$ cat config.mk
export PLATFORM = sky130hd
export DESIGN_NAME = mwsf_queue
export DESIGN_NICKNAME = d
export VERILOG_FILES = /design/src/hw/rtl/mwsf_pkg.sv /design/src/hw/rtl/mwsf_queue.sv
export SDC_FILE = /design/constraint.sdc
export NUM_CORES = 1
export LEC_CHECK = 0
export BUFFER_PORTS_ARGS = -buffer_cell sky130_fd_sc_hd__buf_2
export CORE_MARGIN = 3
export CORE_UTILIZATION = 40
export CTS_CLUSTER_SIZE = 25
export DETAILED_ROUTE_END_ITERATION = 8
export REMOVE_ABC_BUFFERS = 1
export SLEW_MARGIN = 20
export SYNTH_ARGS = -nofsm -noshare
export SYNTH_HDL_FRONTEND = slang
export SYNTH_SLANG_ARGS = --single-unit
$ cat constraint.sdc
create_clock -name clk -period 5.44 [get_ports clk]
set_input_delay 0.816 -clock clk [delete_from_list [all_inputs] [get_ports clk]]
set_output_delay 0.816 -clock clk [all_outputs]
set_load 0.01 [all_outputs]
$ cat src/hw/rtl/mwsf_pkg.sv
// shared types, constants and helpers of the 3x3 window sum finder
`default_nettype none

package mwsf_pkg;

  localparam int MAX_COLS     = 1024;
  localparam int MAX_ROWS     = 1024;
  localparam int SAMPLE_WIDTH = 16;
  localparam int SUM_WIDTH    = SAMPLE_WIDTH + 4;
  localparam int RSUM_WIDTH   = SAMPLE_WIDTH + 2;
  localparam int POS_WIDTH    = 10;
  localparam int CNT_WIDTH    = 11;
  localparam int WIN          = 3;

  localparam int QUEUE_DEPTH  = 4;
  localparam int QPTR_WIDTH   = $clog2(QUEUE_DEPTH);
  localparam int QCNT_WIDTH   = QPTR_WIDTH + 1;

  localparam int APB_ADDR_WIDTH = 3;
  localparam int APB_DATA_WIDTH = 32;
  localparam int REG_IDX_LSB    = 2;

  typedef logic signed [SAMPLE_WIDTH-1:0] sample_t;
  typedef logic signed [SUM_WIDTH-1:0]    sum_t;
  typedef logic signed [RSUM_WIDTH-1:0]   rsum_t;
  typedef logic [POS_WIDTH-1:0]           pos_t;
  typedef logic [CNT_WIDTH-1:0]           cnt_t;
  typedef logic [1:0]                     row_idx_t;
  typedef sample_t [WIN-1:0][WIN-1:0]     window_t;

  localparam logic REG_ROW_COUNT = 1'b0;
  localparam logic REG_COL_COUNT = 1'b1;

  localparam cnt_t     CNT_RESET = CNT_WIDTH'(3);
  localparam row_idx_t LAST_ROW  = row_idx_t'(WIN - 1);
  localparam sum_t     SUM_MIN   = {1'b1, {(SUM_WIDTH-1){1'b0}}};

  typedef struct packed {
    logic    valid_res;
    sum_t    max_sum;
    pos_t    top_row;
    pos_t    left_col;
    window_t win;
  } summary_t;

  typedef struct packed {
    logic                  empty;
    logic [QCNT_WIDTH-1:0] count;
  } q_status_t;

  function automatic cnt_t clamp_count(cnt_t v, cnt_t hi);
    cnt_t r;
    if (v == '0) begin
      r = CNT_WIDTH'(1);
    end else if (v > hi) begin
      r = hi;
    end else begin
      r = v;
    end
    return r;
  endfunction

endpackage

`default_nettype wire

$ cat src/hw/rtl/mwsf_queue.sv
// run summary queue between front end and result emitter
`default_nettype none

module mwsf_queue import mwsf_pkg::*; (
  input  logic      clk,
  input  logic      rst_n,
  input  logic      push,
  input  summary_t  push_data,
  input  logic      pop,
  output q_status_t q_stat,
  output summary_t  head
);

  summary_t entries_r [QUEUE_DEPTH];
  logic [QPTR_WIDTH-1:0] wr_ptr_r;
  logic [QPTR_WIDTH-1:0] rd_ptr_r;
  logic [QCNT_WIDTH-1:0] count_r, count_nxt;

  assign q_stat.count = count_r;
  assign q_stat.empty = (count_r == '0);
  assign head         = entries_r[rd_ptr_r];

  always_comb begin
    count_nxt = count_r;
    if (push && !pop) begin
      count_nxt = count_r + QCNT_WIDTH'(1);
    end else if (pop && !push) begin
      count_nxt = count_r - QCNT_WIDTH'(1);
    end
  end

  always_ff @(posedge clk) begin
    if (!rst_n) begin
      wr_ptr_r <= '0;
      rd_ptr_r <= '0;
      count_r  <= '0;
    end else begin
      count_r <= count_nxt;
      if (push) begin
        wr_ptr_r <= wr_ptr_r + QPTR_WIDTH'(1);
      end
      if (pop) begin
        rd_ptr_r <= rd_ptr_r + QPTR_WIDTH'(1);
      end
    end
  end

  always_ff @(posedge clk) begin
    if (push) begin
      entries_r[wr_ptr_r] <= push_data;
    end
  end

endmodule

`default_nettype wire

==> results.sh <==
export IMPL_cts_buffer_depth=3
export IMPL_worstHoldPathType="primary input to flip-flop"
export IMPL_arrival_ps=2790
export IMPL_dieHeight_um=266.5
export IMPL_vias=12200
export IMPL_drtIter0Drc=674
export IMPL_async_flop_share_pct=0
export IMPL_design_area_um2=32520
export IMPL_rr_startpoint="wr_ptr_r[0]$_SDFFE_PN0P_"
export IMPL_ys_seq_area_share_pct=82.53
export IMPL_dieArea_um2=71020
export IMPL_cts_hold_buf=0
export IMPL_root_buffer="clkbuf_16"
export IMPL_grt_max_degree=111
export IMPL_drive_gt1_share_pct=45.82
export IMPL_drv_cap=0
export IMPL_track_usage_pct=15.48
export IMPL_cp_max_fo=38
export IMPL_power_static_leakage_nw=10.82
export IMPL_cts_resized=0
export IMPL_yosys_warnings=0
export IMPL_synth_edf_count=740
export IMPL_numCtsBuffers=80
export IMPL_setup_tns_ps=0
export IMPL_place_inst=2226
export IMPL_path_class="flip-flop to output port"
export IMPL_dp_hpwl_um=31880
export IMPL_synth_cell_types=19
export IMPL_max_slew_margin_pct=29.90
export IMPL_start_kind="flip-flop"
export IMPL_reg2reg_to="entries_r[0][102]$_DFFE_PP_"
export IMPL_stdcell_count=2375
export IMPL_filler_cell_count=5326
export IMPL_nets=1639
export IMPL_status="finished clean"
export IMPL_fin_worst_skew_ps=16.34
export IMPL_syn_to_final_growth_pct=19.82
export IMPL_htreeDepth=3
export IMPL_grt_pass1_vias=13080
export IMPL_ys_flop_type="edfxtp_1"
export IMPL_grt_pass1_wl_um=82410
export IMPL_top_level_ports=378
export IMPL_drc=0
export IMPL_hold_viol=0
export IMPL_port_buffers=377
export IMPL_fin_crit_sh_pct=66.36
export IMPL_dpl_cell_area_um2=30060
export IMPL_cts_tree="built"
export IMPL_gp_congestion=0.7025
export IMPL_die_width_um=266.5
export IMPL_power_density_nw_per_um2=397.9
export IMPL_cts_setup_buffers=0
export IMPL_syn_area_um2=27140
export IMPL_syn_area_per_cell_um2=26.90
export IMPL_first_pass_iters=4
export IMPL_setup_viol=0
export IMPL_initial_core_util_pct=40.85
export IMPL_maxSlewViolCount=0
export IMPL_synth_seq_cells=749
export IMPL_rr_worst_depth=4
export IMPL_cp_endpoint="head[83]"
export IMPL_clock_sinks=749
export IMPL_rsz0062_at_grt="no"
export IMPL_routed_via_density=5.136
export IMPL_drtAntennaViolNets=0
export IMPL_synth_cells=1009
export IMPL_worst_ep_required_time_ps=4620
export IMPL_grt_overflow_total=0
export IMPL_insertion_delay_ps=610
export IMPL_antenna_found_initial=16
export IMPL_wl_um=54950
export IMPL_wl_per_cell_um=23.13
export IMPL_cts_clk_slew_worst_paths_ps=60
export IMPL_r2r_setup_slack_ps=3280
export IMPL_cp_end_kind="output port"
export IMPL_max_freq_mhz=277.0
export IMPL_tightest_slew_ps=1052
export IMPL_core_area_um2=66450
export IMPL_irDropWorstVdd_mv=0.2807
export IMPL_rows=94
export IMPL_fin_crit_ps=3610
[synth_stat cells, types with 2 or more instances]
cell type	count	area, um^2
dfxtp_1	9	180.2
mux2i_1	2	20.02
and2_1	9	56.30
xor2_1	3	26.28
clkbuf_1	4	15.01
nor2b_1	2	12.51
mux4_2	185	4167
buf_2	20	100.1
xnor2_1	2	17.52
edfxtp_1	740	22220
inv_1	4	15.01
ha_1	5	62.56
buf_6	18	202.7
[sequential cells by signal, summed over array words and instances, names as in the netlist, named ones only]
register and cells:
wr_ptr_r 2, entries_r 740, rd_ptr_r 2, count_r 3
[cells in the final DEF (no fill, tap or decap), types with 2 or more instances in the layout]
master and count:
diode_2 5, dfxtp_4 2, clkinv_1 18, dfxtp_1 7, and2_4 4, edfxtp_1 740
nor2b_1 2, buf_12 9, mux4_2 185, clkbuf_1 22, xnor2_1 2, inv_1 4
buf_2 377, clkinv_2 11, clkbuf_16 80, clkinv_8 2, mux2i_1 2, clkinvlp_4 2
ha_1 5, bufinv_16 3, and2_1 5, inv_16 3, buf_4 9, xor2_1 3
[power by group]
part | leakage, nW | internal (mW) | switching (mW)
Clock | 1.19 | 2.88 | 2.15
Sequential | 6.87 | 6.64 | 0.0835
Combinational | 2.75 | 0.540 | 0.647
[final cells by class]
class / count / area [um^2] / area share [%]
clock buffer: 102 / 2085 / 6.409
inverter: 4 / 15.01 / 0.04616
sequential: 749 / 22410 / 68.90
clock inverter: 42 / 367.9 / 1.131
multi-input combinational: 214 / 4419 / 13.59
timing repair buffer: 395 / 2135 / 6.563
tap: 864 / 1081 / 3.324
antenna: 5 / 12.51 / 0.03847
[metal layers]
metal	wire length, um	global-route usage (%)
met1	21640	19.42
met2	27570	25.50
met3	4409	5.808
met4	1159	4.164
met5	164	0
[critical path, cell delays in order (launching register included)]
cell and delay, ps:
dfxtp_4 920, buf_4 490, mux4_2 580, buf_2 160
[cell families after synthesis]
family / after synthesis / share of synthesized area, %
buffers and inverters: 46 / 1.226
flip-flops: 749 / 82.53
multiplexers: 187 / 15.42
XOR/XNOR: 5 / 0.1614
AO/OA/AOI/OAI: 2 / 0.04609
AND/OR/NAND/NOR: 14 / 0.3088
adder cells (fa/ha/maj): 6 / 0.3042
[how the worst min path moves through the flow]
| stage | start | to | slack [ps] | depth (start not counted) |
|---|---|---|---|---|
| 4_1_cts | push_data[47] | entries_r[2][47]$_DFFE_PP_ | 360 | 1 |
| 3_3_place_gp | count_r[2]$_SDFFE_PN0P_ | count_r[2]$_SDFFE_PN0P_ | 540 | 2 |
| 5_1_grt | push_data[70] | entries_r[3][70]$_DFFE_PP_ | 370 | 1 |
| 6_report | push_data[124] | entries_r[3][124]$_DFFE_PP_ | 420 | 1 |
| 2_1_floorplan | count_r[2]$_SDFFE_PN0P_ | count_r[2]$_SDFFE_PN0P_ | 520 | 2 |
| 3_5_place_dp | wr_ptr_r[1]$_SDFFE_PN0P_ | wr_ptr_r[1]$_SDFFE_PN0P_ | 570 | 2 |
[through the flow]
| stage | util (%) | hold WS (ps) | worst slack (ps) | power (mW) |
|---|---|---|---|---|
| after floorplan | - | 520.7 | -3762 | 7.635 |
| after detailed placement | 45.23 | 569.2 | 2307 | 8.070 |
| final | 48.94 | 416.8 | 1830 | 12.94 |
| after global placement | 45.23 | 545.0 | 2296 | 8.046 |
| after global routing | 48.93 | 372.9 | 1512 | 13.48 |
| after CTS | 48.92 | 361.8 | 1630 | 13.15 |
No activity file was read; power rests on OpenSTA's default activity.
