===== config.mk =====
export PLATFORM = sky130hd
export DESIGN_NAME = mwsf_back
export DESIGN_NICKNAME = d
export VERILOG_FILES = /design/src/hw/rtl/mwsf_pkg.sv /design/src/hw/rtl/mwsf_back.sv
export SDC_FILE = /design/constraint.sdc
export NUM_CORES = 1
export LEC_CHECK = 0
export ABC_CLOCK_PERIOD_IN_PS = 4030
export BUFFER_PORTS_ARGS = -buffer_cell sky130_fd_sc_hd__buf_2
export CORE_MARGIN = 8
export CORE_UTILIZATION = 41
export DETAILED_ROUTE_END_ITERATION = 7
export PLACE_DENSITY = 0.81
export SLEW_MARGIN = 30
export SYNTH_ARGS = -nofsm -noshare
export SYNTH_HDL_FRONTEND = slang
export SYNTH_SLANG_ARGS = --single-unit

===== constraint.sdc =====
create_clock -name clk -period 4.03 [get_ports clk]
set_input_delay 0.6045 -clock clk [delete_from_list [all_inputs] [get_ports clk]]
set_output_delay 0.6045 -clock clk [all_outputs]
set_load 0.03 [all_outputs]

===== src/hw/rtl/mwsf_pkg.sv =====
// shared types, constants and helpers of the 3x3 window sum finder
`default_nettype none

package mwsf_pkg;

  localparam int MAX_COLS     = 1024;
  localparam int MAX_ROWS     = 1024;
  localparam int SAMPLE_WIDTH = 16;
  localparam int SUM_WIDTH    = SAMPLE_WIDTH + 4;
  localparam int RSUM_WIDTH   = SAMPLE_WIDTH + 2;
  localparam int POS_WIDTH    = 10;
  localparam int CNT_WIDTH    = 11;
  localparam int WIN          = 3;

  localparam int QUEUE_DEPTH  = 4;
  localparam int QPTR_WIDTH   = $clog2(QUEUE_DEPTH);
  localparam int QCNT_WIDTH   = QPTR_WIDTH + 1;

  localparam int APB_ADDR_WIDTH = 3;
  localparam int APB_DATA_WIDTH = 32;
  localparam int REG_IDX_LSB    = 2;

  typedef logic signed [SAMPLE_WIDTH-1:0] sample_t;
  typedef logic signed [SUM_WIDTH-1:0]    sum_t;
  typedef logic signed [RSUM_WIDTH-1:0]   rsum_t;
  typedef logic [POS_WIDTH-1:0]           pos_t;
  typedef logic [CNT_WIDTH-1:0]           cnt_t;
  typedef logic [1:0]                     row_idx_t;
  typedef sample_t [WIN-1:0][WIN-1:0]     window_t;

  localparam logic REG_ROW_COUNT = 1'b0;
  localparam logic REG_COL_COUNT = 1'b1;

  localparam cnt_t     CNT_RESET = CNT_WIDTH'(3);
  localparam row_idx_t LAST_ROW  = row_idx_t'(WIN - 1);
  localparam sum_t     SUM_MIN   = {1'b1, {(SUM_WIDTH-1){1'b0}}};

  typedef struct packed {
    logic    valid_res;
    sum_t    max_sum;
    pos_t    top_row;
    pos_t    left_col;
    window_t win;
  } summary_t;

  typedef struct packed {
    logic                  empty;
    logic [QCNT_WIDTH-1:0] count;
  } q_status_t;

  function automatic cnt_t clamp_count(cnt_t v, cnt_t hi);
    cnt_t r;
    if (v == '0) begin
      r = CNT_WIDTH'(1);
    end else if (v > hi) begin
      r = hi;
    end else begin
      r = v;
    end
    return r;
  endfunction

endpackage

`default_nettype wire


===== src/hw/rtl/mwsf_back.sv =====
// result emitter: one transaction per window row (one for a too-small matrix), registered output
`default_nettype none

module mwsf_back import mwsf_pkg::*; (
  input  logic      clk,
  input  logic      rst_n,
  input  q_status_t q_stat,
  input  summary_t  head,
  output logic      pop,
  output logic      out_valid,
  input  logic      out_stall,
  output logic      out_valid_res,
  output sum_t      out_max_sum,
  output pos_t      out_top_row,
  output pos_t      out_left_col,
  output sample_t   out_elem_left,
  output sample_t   out_elem_mid,
  output sample_t   out_elem_right,
  output logic      out_last
);

  logic     out_valid_r;
  logic     valid_res_r;
  sum_t     max_sum_r;
  pos_t     top_row_r;
  pos_t     left_col_r;
  sample_t  elem_left_r;
  sample_t  elem_mid_r;
  sample_t  elem_right_r;
  logic     last_r;
  row_idx_t row_idx_r, row_idx_nxt;
  logic     load;
  logic     emit;
  logic     is_last;

  assign load    = ~out_valid_r | ~out_stall;
  assign emit    = load & ~q_stat.empty;
  assign is_last = ~head.valid_res | (row_idx_r == LAST_ROW);
  assign pop     = emit & is_last;

  always_comb begin
    row_idx_nxt = row_idx_r;
    if (emit) begin
      row_idx_nxt = is_last ? '0 : row_idx_r + row_idx_t'(1);
    end
  end

  always_ff @(posedge clk) begin
    if (!rst_n) begin
      out_valid_r <= 1'b0;
      row_idx_r   <= '0;
    end else begin
      row_idx_r <= row_idx_nxt;
      if (load) begin
        out_valid_r <= ~q_stat.empty;
      end
    end
  end

  always_ff @(posedge clk) begin
    if (emit) begin
      valid_res_r  <= head.valid_res;
      max_sum_r    <= head.max_sum;
      top_row_r    <= head.top_row;
      left_col_r   <= head.left_col;
      elem_left_r  <= head.win[row_idx_r][0];
      elem_mid_r   <= head.win[row_idx_r][1];
      elem_right_r <= head.win[row_idx_r][2];
      last_r       <= is_last;
    end
  end

  assign out_valid      = out_valid_r;
  assign out_valid_res  = valid_res_r;
  assign out_max_sum    = max_sum_r;
  assign out_top_row    = top_row_r;
  assign out_left_col   = left_col_r;
  assign out_elem_left  = elem_left_r;
  assign out_elem_mid   = elem_mid_r;
  assign out_elem_right = elem_right_r;
  assign out_last       = last_r;

endmodule

`default_nettype wire


==> impl_metrics.py <==
metrics = {
    "status": {
        "outcome": "finished clean",
    },
    "sta": {
        "slew_headroom": 0.4003,
        "fin_tns_setup_ns": 0,
        "min_period_over_period": 0.6556,
        "finClkSkew_ns": 0.01462,
        "slew_viol_final": 0,
        "layout_min_cycle_time_ns": 2.642,
        "setup_viol": 0,
        "holdWs_ns": 0.4161,
        "rsz0062_at_grt": "false",
        "worst_pin_slew_ns": 0.8995,
        "fmax_mhz": 378.5,
        "hold_viol_final": 0,
    },
    "place": {
        "gp_congestion": 0.7843,
        "dp_hpwl_mm": 9.823,
        "port-buffer-count": 280,
    },
    "grt": {
        "grt.overflow.total": 0,
        "antenna_found_initial": 1,
        "grt_pass1_wl_mm": 17.92,
        "grt_pass1_vias": 3346,
        "grtUsageTotal": 0.1805,
        "grt_max_degree": 53,
    },
    "cts": {
        "root_buffer": "clkbuf_8",
        "cts-resized-gates": 0,
        "h-tree-depth": 3,
        "postCtsHoldBufs": 0,
        "clock_latency_ns": 0.35,
        "cts_tree": "built",
        "cts_buffers": 9,
        "clockBufferDepth": 2,
        "path_clk_slew_ns": 0.11,
        "cts_sinks": 93,
        "postCtsSetupBuffers": 0,
    },
    "critical_path": {
        "crit_required_ns": 3.43,
        "rr_endpoint": "out_elem_right[9]$_DFFE_PP_",
        "critical_path.top_delay_family": "flip-flops",
        "startpoint_type": "register",
        "critPathMaxFanout": 52,
        "path_buf_inv": 2,
        "path_depth": 5,
        "cp_cell_sequence": "inv_2 > ha_1 > nand2b_1 > and2_1 > buf_2",
        "critical_path_class": "register to output pin",
        "critPathCaptureType": "output pin",
        "max_stage_delay_ns": 0.95,
        "endpoint": "pop",
        "crit_arrival_ns": 2.04,
        "regToRegSetupSlack_ns": 2.10,
        "startpoint": "row_idx_r[0]$_SDFFE_PN0P_",
        "crit_slowest_cell": "dfxtp_4",
        "r2r_start": "row_idx_r[0]$_SDFFE_PN0P_",
        "r2r_cells": 3,
    },
    "floorplanning": {
        "die_width_um": 113.5,
        "boundaryPins": 284,
        "die_h_um": 113.5,
        "num_rows": 35,
        "start_util": 0.4217,
        "die_area_sq_mm": 0.01288,
        "core_sq_mm": 0.009240,
    },
    "logic_synthesis": {
        "ys_seq_elements": 93,
        "synthesis.area_sq_mm": 0.003896,
        "synth_top_family_by_area": "multiplexers",
        "postSynthAreaPerCell_sq_um": 17.71,
        "synthSimpleGateAreaFrac": 0.01541,
        "ys_types": 19,
        "synth.top_cells.by_area": "edfxtp_1 69%, mux2i_1 13%, o2bb2ai_1 11%, dfxtp_1 1.5%, buf_6 1.4%",
        "synth_compound_area_frac": 0.1118,
        "synth_nets": 413,
        "synthAdderAreaFrac": 0.003211,
        "synth_seq_area_share": 0.7091,
        "synth_top_area_cell": "edfxtp_1",
        "synth_xor_area_frac": 0,
        "synth_top_cell_area_share": 0.6936,
        "syn_inst": 220,
        "yosysWarnings": 0,
        "synth.area.mux_share": 0.1285,
    },
    "pwr": {
        "power_density_mw_per_mm2": 387.2,
        "leakagePower_nw": 2.369,
        "peakVddDrop_v": 0.0001805,
    },
    "job": {
        "drv_cap": 0,
    },
    "drt": {
        "via_count": 3052,
        "antenna_left": 0,
        "drc": 0,
        "drt_first_pass_iters": 4,
        "vias_per_cell": 4.814,
        "first_iter_violations": 166,
        "totalWireLength_mm": 12.21,
        "wl_per_cell_um": 19.25,
    },
    "cells_and_area": {
        "layout-drive-gt1-share": 0.6032,
        "mostFrequentLayoutCells": "280 x buf_2, 90 x edfxtp_1, 50 x mux2i_1",
        "final_common_cell": "buf_2",
        "final_nets": 692,
        "fill_cells": 749,
        "syn2layout_area_growth_pct": 43.26,
    },
    "worst_hold_path": {
        "hp-class": "input port to register",
    },
}
[area by class of cell]
class / instances / area, sq um / area share
diodes: 1 / 2.502 / 0.0004483
clock buffers: 10 / 127.6 / 0.02286
clock inverters: 6 / 53.80 / 0.009639
inverters: 2 / 8.758 / 0.001569
multi-input cells: 109 / 1008 / 0.1807
flip-flops and latches: 93 / 2768 / 0.4959
well taps: 129 / 161.4 / 0.02892
repair buffers: 284 / 1451 / 0.2600
[report_power, final]
group	total, mW	switching [mW]	leakage, nW	internal, mW
Sequential	1.18	0.0321	0.897	1.14
Clock	0.584	0.347	0.0898	0.237
Combinational	0.401	0.245	1.38	0.155
Total	2.16	0.625	2.37	1.54
[per-stage QoR]
stage | std cells | setup WS, ns | area [sq um] | power, mW | utilization
finish | 634 | 1.388 | 5582 | 2.161 | 0.6041
global route | 634 | 1.195 | 5582 | 2.253 | 0.6041
CTS | 633 | 1.329 | 5579 | 2.188 | 0.6038
detailed placement | 617 | 1.735 | 5398 | 1.605 | 0.5842
global placement | 616 | 1.756 | 5370 | 1.590 | 0.5812
floorplan | 220 | 0.3434 | 3896 | 1.429 | -
[routing by layer]
| layer | track usage | vias up | share of wire |
|---|---|---|---|
| li1 | - | 1459 | - |
| met3 | 0.08294 | 13 | 0.11 |
| met5 | 0 | - | 0 |
| met1 | 0.1789 | 1413 | 0.36 |
| met2 | 0.3254 | 167 | 0.52 |
| met4 | 0.06128 | 0 | 0.014 |
[worst min path at each step]
stage                     cells past startpoint  slack, ns                   endpoint                   start
after floorplan                               2       0.59     out_valid$_SDFFE_PN0N_  out_valid$_SDFFE_PN0N_
after global placement                        2       0.47     out_valid$_SDFFE_PN0N_  out_valid$_SDFFE_PN0N_
after detailed placement                      2       0.47     out_valid$_SDFFE_PN0N_  out_valid$_SDFFE_PN0N_
after CTS                                     1       0.39  out_max_sum[13]$_DFFE_PP_               head[177]
after global routing                          1       0.39  out_left_col[1]$_DFFE_PP_               head[145]
final                                         1       0.42  out_max_sum[13]$_DFFE_PP_               head[177]
[synthesized netlist by cell type]
| cell | count |
|---|---|
| dfxtp_1 | 3 |
| o2bb2ai_1 | 48 |
| a21boi_1 | 1 |
| inv_2 | 1 |
| buf_4 | 4 |
| clkbuf_1 | 2 |
| buf_1 | 1 |
| a21o_1 | 1 |
| mux2i_1 | 50 |
| buf_6 | 5 |
| ha_1 | 1 |
| nor2b_4 | 1 |
| buf_2 | 4 |
| inv_1 | 1 |
| nand2b_1 | 1 |
| edfxtp_1 | 90 |
| nand2_1 | 3 |
| and2_1 | 1 |
| nand4bb_1 | 2 |
[cell families after synthesis]
| logic type | Yosys count |
|---|---|
| AO/OA/AOI/OAI | 50 |
| adder cells (fa/ha/maj) | 1 |
| buffers and inverters | 18 |
| flip-flops | 93 |
| multiplexers | 50 |
| AND/OR/NAND/NOR | 8 |
[sequential cells by signal, indices dropped and copies added, names as in the netlist]
signal	cells
out_valid	1
out_last	1
out_valid_res	1
out_top_row	10
row_idx_r	2
out_elem_mid	16
out_max_sum	20
out_elem_right	16
out_elem_left	16
out_left_col	10
(Power assumes the default switching activity.)
